`config.mk`:
```
export PLATFORM = sky130hd
export DESIGN_NAME = lsrk_cell
export DESIGN_NICKNAME = d
export VERILOG_FILES = /design/src/rtl/lsrk_pkg.sv /design/src/rtl/lsrk_cell.sv
export SDC_FILE = /design/constraint.sdc
export NUM_CORES = 1
export LEC_CHECK = 0
export BUFFER_PORTS_ARGS = -buffer_cell sky130_fd_sc_hd__buf_2
export CELL_PAD_IN_SITES_DETAIL_PLACEMENT = 2
export CELL_PAD_IN_SITES_GLOBAL_PLACEMENT = 2
export CORE_MARGIN = 2
export CORE_UTILIZATION = 21
export DETAILED_ROUTE_END_ITERATION = 16
export GPL_TIMING_DRIVEN = 0
export PLACE_DENSITY = 0.86
export SYNTH_ARGS = -nofsm -noshare
export SYNTH_HDL_FRONTEND = slang
export SYNTH_SLANG_ARGS = --single-unit
```
`constraint.sdc`:
```
create_clock -name clk -period 2.55 [get_ports clk]
set_clock_uncertainty 0.2 [all_clocks]
set_input_delay 0.255 -clock clk [delete_from_list [all_inputs] [get_ports clk]]
set_output_delay 0.255 -clock clk [all_outputs]
set_load 0.005 [all_outputs]
```
`src/rtl/lsrk_pkg.sv`:
```
// ----------------------------------------------------------------------------
// lsrk_pkg
// Shared types and constants for the LIFO key store with remove by key.
// ----------------------------------------------------------------------------
package lsrk_pkg;

    // default geometry
    localparam int DEPTH_DEF    = 128;
    localparam int KEY_BITS_DEF = 64;

    // capacity register reset value
    localparam logic [7:0] CAP_RESET = 8'd128;

    // stream widths, whole bytes
    localparam int IN_W  = 80;   // 2 + 64 + 7 = 73 bits used
    localparam int OUT_W = 112;  // 2 + 32 + 8 + 64 = 106 bits used

    // command codes
    typedef enum logic [1:0] {
        CMD_PUSH   = 2'd0,
        CMD_REMOVE = 2'd1,
        CMD_READ   = 2'd2
    } cmd_t;

    // status codes
    typedef enum logic [1:0] {
        ST_DONE      = 2'd0,
        ST_FULL      = 2'd1,
        ST_NOT_FOUND = 2'd2,
        ST_BEYOND    = 2'd3
    } status_t;

    // sequencer states
    typedef enum logic {
        S_IDLE = 1'b0,
        S_EXEC = 1'b1
    } state_t;

    // per-cell control from the sequencer
    typedef struct packed {
        logic load;       // capture match and select flags
        logic take_prev;  // shift down (push)
        logic take_next;  // shift up (close gap after remove)
    } cell_ctl_t;

endpackage

```
`src/rtl/lsrk_cell.sv`:
```
// ----------------------------------------------------------------------------
// lsrk_cell
// One slot of the key row: holds a key, compares it against the incoming
// key, and shifts to or from its neighbors.
// ----------------------------------------------------------------------------
module lsrk_cell #(
    parameter int KEY_BITS = lsrk_pkg::KEY_BITS_DEF
) (
    input  logic                  clk,
    input  lsrk_pkg::cell_ctl_t   ctl,
    input  logic                  occupied,   // slot lies below the fill
    input  logic                  sel_in,     // slot is the read target
    input  logic [KEY_BITS-1:0]   cmp_key,
    input  logic [KEY_BITS-1:0]   prev_key,
    input  logic [KEY_BITS-1:0]   next_key,
    output logic [KEY_BITS-1:0]   key_q,
    output logic                  match_q,
    output logic [KEY_BITS-1:0]   rd_q
);

    logic [KEY_BITS-1:0] key_reg;
    logic                match_reg;
    logic                sel_reg;

    // flags captured when an item is taken
    always_ff @(posedge clk)
    begin
        if (ctl.load)
        begin
            match_reg <= occupied && (key_reg == cmp_key);
            sel_reg   <= sel_in;
        end
    end

    // key storage with neighbor shifts
    always_ff @(posedge clk)
    begin
        if (ctl.take_prev)
        begin
            key_reg <= prev_key;
        end
        else if (ctl.take_next)
        begin
            key_reg <= next_key;
        end
    end

    assign key_q   = key_reg;
    assign match_q = match_reg;
    assign rd_q    = sel_reg ? key_reg : '0;

endmodule

```
==> results.toml <==
[power_and_ir_drop]
leakagePower_nw = 2.905
ir_worst_vdd_mv = 0.2542
p_per_area_nw_per_um2 = 570.4

[sta]
fin_ws_ns = 0.2324
rsz0062_at_grt = "false"
tns_ns = 0
max_slew_margin_pct = 47.89
finalMaxSlewViolations = 0
min_period_ns = 2.318
tightest_slew_ns = 0.7745
clock.fmax_ghz = 0.4315
finalCritPeriodShare_pct = 90.89
whs_ns = 0.02249
setup_viol = 0
hold_viol = 0

[critical_path]
required_ns = 2.10
cp.arrival_ns = 1.86
crit_fanout = 10
rrSetupSlack_ns = 0.35
cp_num_buf_inv = 2
r2r_end = "match_q$_DFFE_PP_"
critPathCaptureType = "output port"
reg2reg_from = "key_q[21]$_DFFE_PP_"
max_stage_delay_ns = 0.63
slowest_stage = "clkbuf_1"
worstSetupPathType = "reg2out"
crit_family = "buffers and inverters"
worstSetupStartpointType = "flip-flop"
r2r_cells = 4
cp_cell_sequence = "clkbuf_1 -> and2_1 -> buf_2"

[floorplan]
die_w_um = 140.5
rows = 49
pin_count = 327
core_region_area_um2 = 18090
die_area_um2 = 19730
die_h_um = 140.5
initial_core_util_pct = 21.62

[hold_path]
whs_path_depth = 2
worst_hold_startpoint = "prev_key[60]"
holdPathEnd = "key_q[60]$_DFFE_PP_"
hp-class = "in2reg"

[synthesis]
yosysWarnings = 0
synth_cell_type_count = 23
synth_area_um2 = 3910
syn_area_per_cell_um2 = 12.78
ys_ff_latch = 66
netlist_instances = 306
synth_sequential_area_ratio_pct = 50.69
synth_fp_nets = 504

[cells_and_area]
drive_above_1_share_pct = 63.64
syn2layout_area_growth_pct = 57.34
nets = 843
num-fill-cells = 2073
largest_reg_flops = 64
multi_input_area_um2 = 1832
seqCellArea_um2 = 1982
finalInstanceArea_um2 = 6152
post-route-util_pct = 34.02

[global_route]
grt-ovfl-total = 0
grtUsageTotal_pct = 19.34
antenna_found_initial = 1
grt_use_met3_pct = 4.923
first_global_vias = 4573
met1_usage_pct = 20.91
gr-usage-met2_pct = 35.99
busiest_layer = "met2"
grt_pass1_wl_mm = 27.91
grt_max_degree = 41

[clocking]
worst_skew_pair.late_latency_ns = 0.33
clkTransAtPathRegs_ns = 0.06
cts_buffer_depth = 2
cts_buffers = 9
cts_tree = "built"
cts.htree.levels = 3
cts_sinks = 66
root_buffer = "clkbuf_16"
postCtsSetupBuffers = 0

[flow_run]
maxCapViolations = 0

[routing]
routedWlPerCell_um = 22.01
postRouteAntennaNets = 0
viasPerCell = 4.447
num_vias = 3913
wirelength_mm = 19.37
route.detailed.drc = 0
firstDrtPassIters = 4
drt-initial-drc-count = 95

[placed_design]
dpl.hpwl_mm = 16.05
routabilityCongestion = 0.8598
numPortBuffers = 325
post-place-ws_ns = -0.01114
placed_cell_area_um2 = 5846

[outcome]
status = "complete, no violations"
==> per-stage QoR <==
step	instances	total power, mW
floorplan	306	1.795
global route	879	3.705
detailed placement	861	2.338
finish	880	3.509
global placement	860	2.290
CTS	878	3.580
==> final cells by class <==
| cell class | count | area share [%] |
|---|---|---|
| inverters | 13 | 0.7932 |
| well taps | 229 | 4.657 |
| diodes | 2 | 0.08135 |
| multi-input cells | 214 | 29.77 |
| clock inverters | 5 | 0.7525 |
| flip-flops and latches | 66 | 32.21 |
| repair buffers | 328 | 27.09 |
| plain buffers | 13 | 0.9152 |
| clock buffers | 10 | 3.722 |
==> timing repair <==
| action | in CTS | in global routing |
|---|---|---|
| gates resized for setup | 1 | 0 |
| hold buffers | 2 | 0 |
| endpoints found under the hold margin | 3 | 0 |
| setup endpoints to repair | 1 | 0 |
==> worst max path at each step <==
stage / end / start / cells past startpoint
after detailed placement: match_q$_DFFE_PP_ / key_q[62]$_DFFE_PP_ / 4
after floorplan: key_q[0]$_DFFE_PP_ / ctl[1] / 3
final: rd_q[42] / sel_reg$_DFFE_PP_ / 3
after global routing: rd_q[39] / sel_reg$_DFFE_PP_ / 3
after CTS: rd_q[57] / sel_reg$_DFFE_PP_ / 3
after global placement: key_q[42]$_DFFE_PP_ / ctl[1] / 3
==> kinds of logic after synthesis <==
group                     share of synthesized area [%]
and+or+nand+nor                                   14.11
xor gates and xnor gates                          11.65
buffers and inverters                             2.688
muxes                                             18.43
AOI/OAI and AO/OA                                 2.432
DFF                                               50.69
==> worst reg2reg max path, stage by stage, from the launching register on <==
cell	delay (ns)
edfxtp_1	0.43
xor2_1	0.20
nor4_1	0.68
nand3_1	0.20
nor4_2	0.31
==> layer usage <==
layer  routed length (um)  share of wire [%]  up-vias
li1                     -                  -     1777
met1                 7359                 38     1897
met2                10200                 53      209
met3                 1286                6.6       30
met4                  524                2.7        0
met5                    0                  0        -
==> power by group <==
part | leakage (nW) | switching [mW] | internal [mW]
Clock | 0.135 | 0.467 | 0.741
Combinational | 2.10 | 0.385 | 0.449
Sequential | 0.671 | 0.127 | 1.34
==> placed cells by master, fill, tap and decap left out <==
master / instances
diode_2: 2
clkbuf_16: 9
edfxtp_1: 66
o2bb2ai_1: 1
xor2_1: 36
mux2_2: 64
clkinv_1: 3
a221o_1: 1
nor3_1: 1
bufinv_16: 1
or2b_2: 1
nor4_2: 3
or2_4: 1
dlygate4sd3_1: 2
inv_1: 13
nand3_1: 1
and2_2: 1
o22ai_1: 3
clkbuf_1: 8
a22o_1: 1
o21ai_0: 1
xnor2_1: 16
nand4_1: 7
buf_12: 1
buf_2: 331
and2_1: 63
o221ai_1: 1
a221oi_1: 4
clkinv_2: 1
nor4_1: 8
==> cells in the mapped netlist <==
| cell type | instances | area [um^2] |
|---|---|---|
| nor3_1 | 1 | 5.000 |
| nand3_1 | 1 | 5.000 |
| mux2_2 | 64 | 720.7 |
| o2bb2ai_1 | 1 | 8.760 |
| nor4_1 | 9 | 56.30 |
| o21ai_0 | 1 | 5.000 |
| inv_1 | 13 | 48.80 |
| and2_2 | 1 | 7.510 |
| xor2_1 | 36 | 315.3 |
| o22ai_1 | 3 | 18.77 |
| o221ai_1 | 1 | 8.760 |
| clkbuf_1 | 7 | 26.28 |
| buf_2 | 6 | 30.03 |
| a221o_1 | 1 | 10.01 |
| or2b_2 | 1 | 8.760 |
| edfxtp_1 | 66 | 1982 |
| nand4_1 | 7 | 43.79 |
| a221oi_1 | 4 | 35.03 |
| or2_2 | 1 | 6.260 |
| a22o_1 | 1 | 8.760 |
| and2_1 | 63 | 394.1 |
| xnor2_1 | 16 | 140.1 |
| nor4_2 | 2 | 25.02 |
(Power assumes the default switching activity.)
